--- src/sv/wed_pkg.sv ---
// wed_pkg: shared constants, opcode enum and request/result structs for word_edit_distance.
// No dependencies; imported by wed_cell and word_edit_distance.
package wed_pkg;

  localparam int MAX_WORDS    = 256;
  localparam int WORD_BITS    = 32;
  localparam int WORD_FIELD_W = 32;
  localparam int DIST_W       = 9;

  // identifier bits that take part in the compare
  localparam int KEY_W  = (WORD_BITS < WORD_FIELD_W) ? WORD_BITS : WORD_FIELD_W;
  // counts and row index run 0..MAX_WORDS
  localparam int IDX_W  = $clog2(MAX_WORDS + 1);
  // sweep issue pointer runs to MAX_WORDS + 1
  localparam int CNT_W  = $clog2(MAX_WORDS + 2);
  // row entries plus one for the min3 candidates
  localparam int DP_W   = $clog2(MAX_WORDS + 2);
  localparam int HYP_AW = (MAX_WORDS > 1) ? $clog2(MAX_WORDS) : 1;

  typedef enum logic [1:0] {
    OP_CLEAR  = 2'd0,
    OP_APPEND = 2'd1,
    OP_REF    = 2'd2,
    OP_FINISH = 2'd3
  } op_t;

  typedef struct packed {
    op_t                     op;
    logic [WORD_FIELD_W-1:0] word;
  } req_t;

  typedef struct packed {
    logic [DIST_W-1:0] distance;
    logic              overflow;
  } res_t;

endpackage

--- src/sv/wed_cell.sv ---
// wed_cell: one Levenshtein cell, min of above+1, left+1 and diag+substitution cost.
// Depends on wed_pkg for widths.
module wed_cell (
  input  logic [wed_pkg::DP_W-1:0]  above,
  input  logic [wed_pkg::DP_W-1:0]  left,
  input  logic [wed_pkg::DP_W-1:0]  diag,
  input  logic [wed_pkg::KEY_W-1:0] hyp_key,
  input  logic [wed_pkg::KEY_W-1:0] ref_key,
  output logic [wed_pkg::DP_W-1:0]  value
);
  import wed_pkg::*;

  logic [DP_W-1:0] up_cost;
  logic [DP_W-1:0] left_cost;
  logic [DP_W-1:0] diag_cost;
  logic [DP_W-1:0] m;

  always_comb begin
    up_cost   = above + DP_W'(1);
    left_cost = left + DP_W'(1);
    diag_cost = diag + ((hyp_key != ref_key) ? DP_W'(1) : DP_W'(0));
    m         = (up_cost < left_cost) ? up_cost : left_cost;
    value     = (m < diag_cost) ? m : diag_cost;
  end

endmodule

--- config.mk ---
export PLATFORM = sky130hd
export DESIGN_NAME = wed_cell
export DESIGN_NICKNAME = d
export VERILOG_FILES = /design/src/sv/wed_pkg.sv /design/src/sv/wed_cell.sv
export SDC_FILE = /design/constraint.sdc
export NUM_CORES = 1
export LEC_CHECK = 0
export BUFFER_PORTS_ARGS = -buffer_cell sky130_fd_sc_hd__buf_4
export CAP_MARGIN = 20
export CORE_ASPECT_RATIO = 0.5
export CORE_MARGIN = 10
export CORE_UTILIZATION = 45
export DETAILED_ROUTE_END_ITERATION = 6
export PLACE_DENSITY = 0.87
export RECOVER_POWER = 100
export SKIP_LAST_GASP = 1
export SLEW_MARGIN = 10
export SYNTH_ARGS = -nofsm -noshare
export SYNTH_HDL_FRONTEND = slang
export SYNTH_SLANG_ARGS = --single-unit
--- constraint.sdc ---
create_clock -name vclk -period 22
set_input_delay 5.5 -clock vclk [all_inputs]
set_output_delay 5.5 -clock vclk [all_outputs]
set_load 0.02 [all_outputs]
==> metrics.txt <==
CP endpoint kind primary output; Crit-path slowest cell o31ai_1; max incr delay on CP 1220 ps; Clock power frac 0%; crit path max fanout 14; Setup TNS Final 0 ps; fin nets 401; Sw Ratio 51.0%; critical path class in -> out; NetSw 34.9 uW; Gate power share 100.0%; failing checks max-capacitance violations, max-slew violations; share of post-route cells with drive strength above 1 33.6%; status complete, but fails checks; antenna cells 0; Max Cap Violations 1; Pins Over Slew Limit 9; # DRC 0; floorplan row count 14; hold path depth 4; core outline area 0.00301 mm2; internal cell power 33.5 uW; synthesized area 0.00142 mm2; Hold Crit Class in -> out; post-CTS sizing 0; gpl congestion 0.835; hpwl dp 4830 um; Min-Delay Endpoint value[6]; cell area after layout 0.00216 mm2; Global Route Usage Sum 16.2%; io pins 100; detailed-route via count 1,726; hold_buf cts 0; cell count after synthesis 190; Power Density 31.7 mW/mm2; top cell type's share of synthesized area 22.9%; leading post-synthesis cells by cell area xnor2_1 (23%), ha_1 (17%), xor2_1 (8.7%), nand4_1 (6.2%), mux2i_1 (4.9%); fin util 71.7%; global-route wire length before repair 8360 um; Layout clock buffers 0; DRT iter0 DRCs 66; Buf/Inv on CP 3; initial antenna violation count 0; Yosys cell types 32; CP most frequent cell ha_1; gr ovfl total 0; Final min period 16,450 ps; die area 0.00593 mm2; Pwr Total 68.4 uW; vias in the first global route 1,912; Cells after DPL 329; RSZ-0062 raised after global routing false; die width 99.3 um; Peak VDD IR 0.0000179 V; final worst-path cycle share 74.8%; Synth Warn # 0; drt pass-1 iters 4; DP Area 0.00221 mm2; Register Area 0 um2; sequential area share after synthesis 0%; area grow syn2layout 52.5%; seq_cells 0; Leakage 1.06 nW; Die Span Y 59.7 um; most instantiated cells after synthesis xnor2_1 (37), ha_1 (19), inv_1 (18); sequential power share 0%; Initial Util 47.0%; # setup viols final 0; final hold viol count 0; hold_sp diag[6]; number of port buffers 100; syn_area_per_cell 7.45 um2; wire per inst 15.7 um; Total Wirelength 5170 um; FMAX 60.8 MHz; slew at the pin closest to its max-slew limit 1540 ps; area leader, netlist xnor2_1; Setup Buffers After CTS 0; pin count of the biggest net entering global routing 15; critical path arrival 10,950 ps; Finished Layout Cells 329; Req. time, crit path 16,500 ps; via/cell ratio 5.25; count leader, synth xnor2_1; Worst Setup Start Kind input pin; crit-path cells buf_4 > ha_1 > and4_1 > nand4_1 > xor2_1 > ha_1 > nand2_1 > a211oi_1 > nor4_1 > a22oi_1 > nor2_1 > a21oi_1 > ha_1 > a41oi_1 > o21ai_0 > inv_1 > o21ai_0 > o31ai_1 > mux2i_1 > clkbuf_1; Top delay family on crit path compound AO/OA/AOI/OAI gates; Net Count, Synth 300; Worst slew margin -3.39%; post-route ant nets 0
-- per-stage QoR --
step	hold slack (ps)	setup WS (ps)
floorplan	11300	6950
detailed placement	11450	6530
global route	11490	5060
CTS	11460	6520
finish	11460	5550
global placement	11440	6640
-- worst max path at each step --
stage / startpoint / end / slack [ps] / depth (start not counted)
after floorplan: above[0] / value[3] / 6950 / 21
after global placement: above[0] / value[1] / 6640 / 22
after detailed placement: above[0] / value[1] / 6530 / 22
after CTS: above[0] / value[1] / 6520 / 22
after global routing: left[0] / value[4] / 5060 / 20
final: left[0] / value[4] / 5550 / 20
-- power by group through the flow --
stage	Sequential (mW)	Clock, mW	Combinational, mW
finish	0	0	0.0684
global route	0	0	0.0749
CTS	0	0	0.0735
detailed placement	0	0	0.0731
global placement	0	0	0.0707
floorplan	0	0	0.0430
-- cell usage in the layout (no fill, tap or decap), drive strengths merged --
master,synthesis,layout
o21ai,7,7
mux2,3,3
buf,0,93
mux2i,7,7
nand2,9,9
and2,3,3
xor2,14,14
nor3,2,2
and3,2,2
a211oi,1,1
xnor2,37,37
inv,18,18
nor3b,1,1
a22o,1,1
nor2,11,11
or3,1,1
a21oi,6,6
nand4,15,15
clkbuf,1,7
and4,1,1
a21boi,1,1
a21o,8,8
a22oi,1,1
a41oi,2,2
nand3,12,12
o21bai,1,1
ha,19,19
a2111oi,1,1
o31ai,1,1
nor4,4,4
-- logic make-up (layout without fill, tap and decap cells) --
logic type / Yosys count / after routing / share of synthesized area, %
fa+ha+maj: 19 / 19 / 16.8
simple gates: 61 / 61 / 22.9
mux: 10 / 10 / 7.86
compound gates: 30 / 30 / 15.9
xor+xnor: 51 / 51 / 31.5
buf+inv: 19 / 118 / 5.03
-- metal layers --
metal  vias to the layer above  global-route usage (%)  share of wire (%)
li1                        881                       -                  -
met1                       777                    16.5                 36
met2                        64                    30.8                 51
met3                         4                    8.29                 13
met4                         0                    1.22               0.81
met5                         -                       0                  0
-- layout make-up --
| type | count | area, um2 |
|---|---|---|
| repair buffers | 100 | 724 |
| fillers | 276 | 853 |
| inverters | 18 | 67.6 |
| multi-input cells | 171 | 1320 |
| well taps | 40 | 50.0 |
Note: power is estimated with default switching activity, not from simulation.
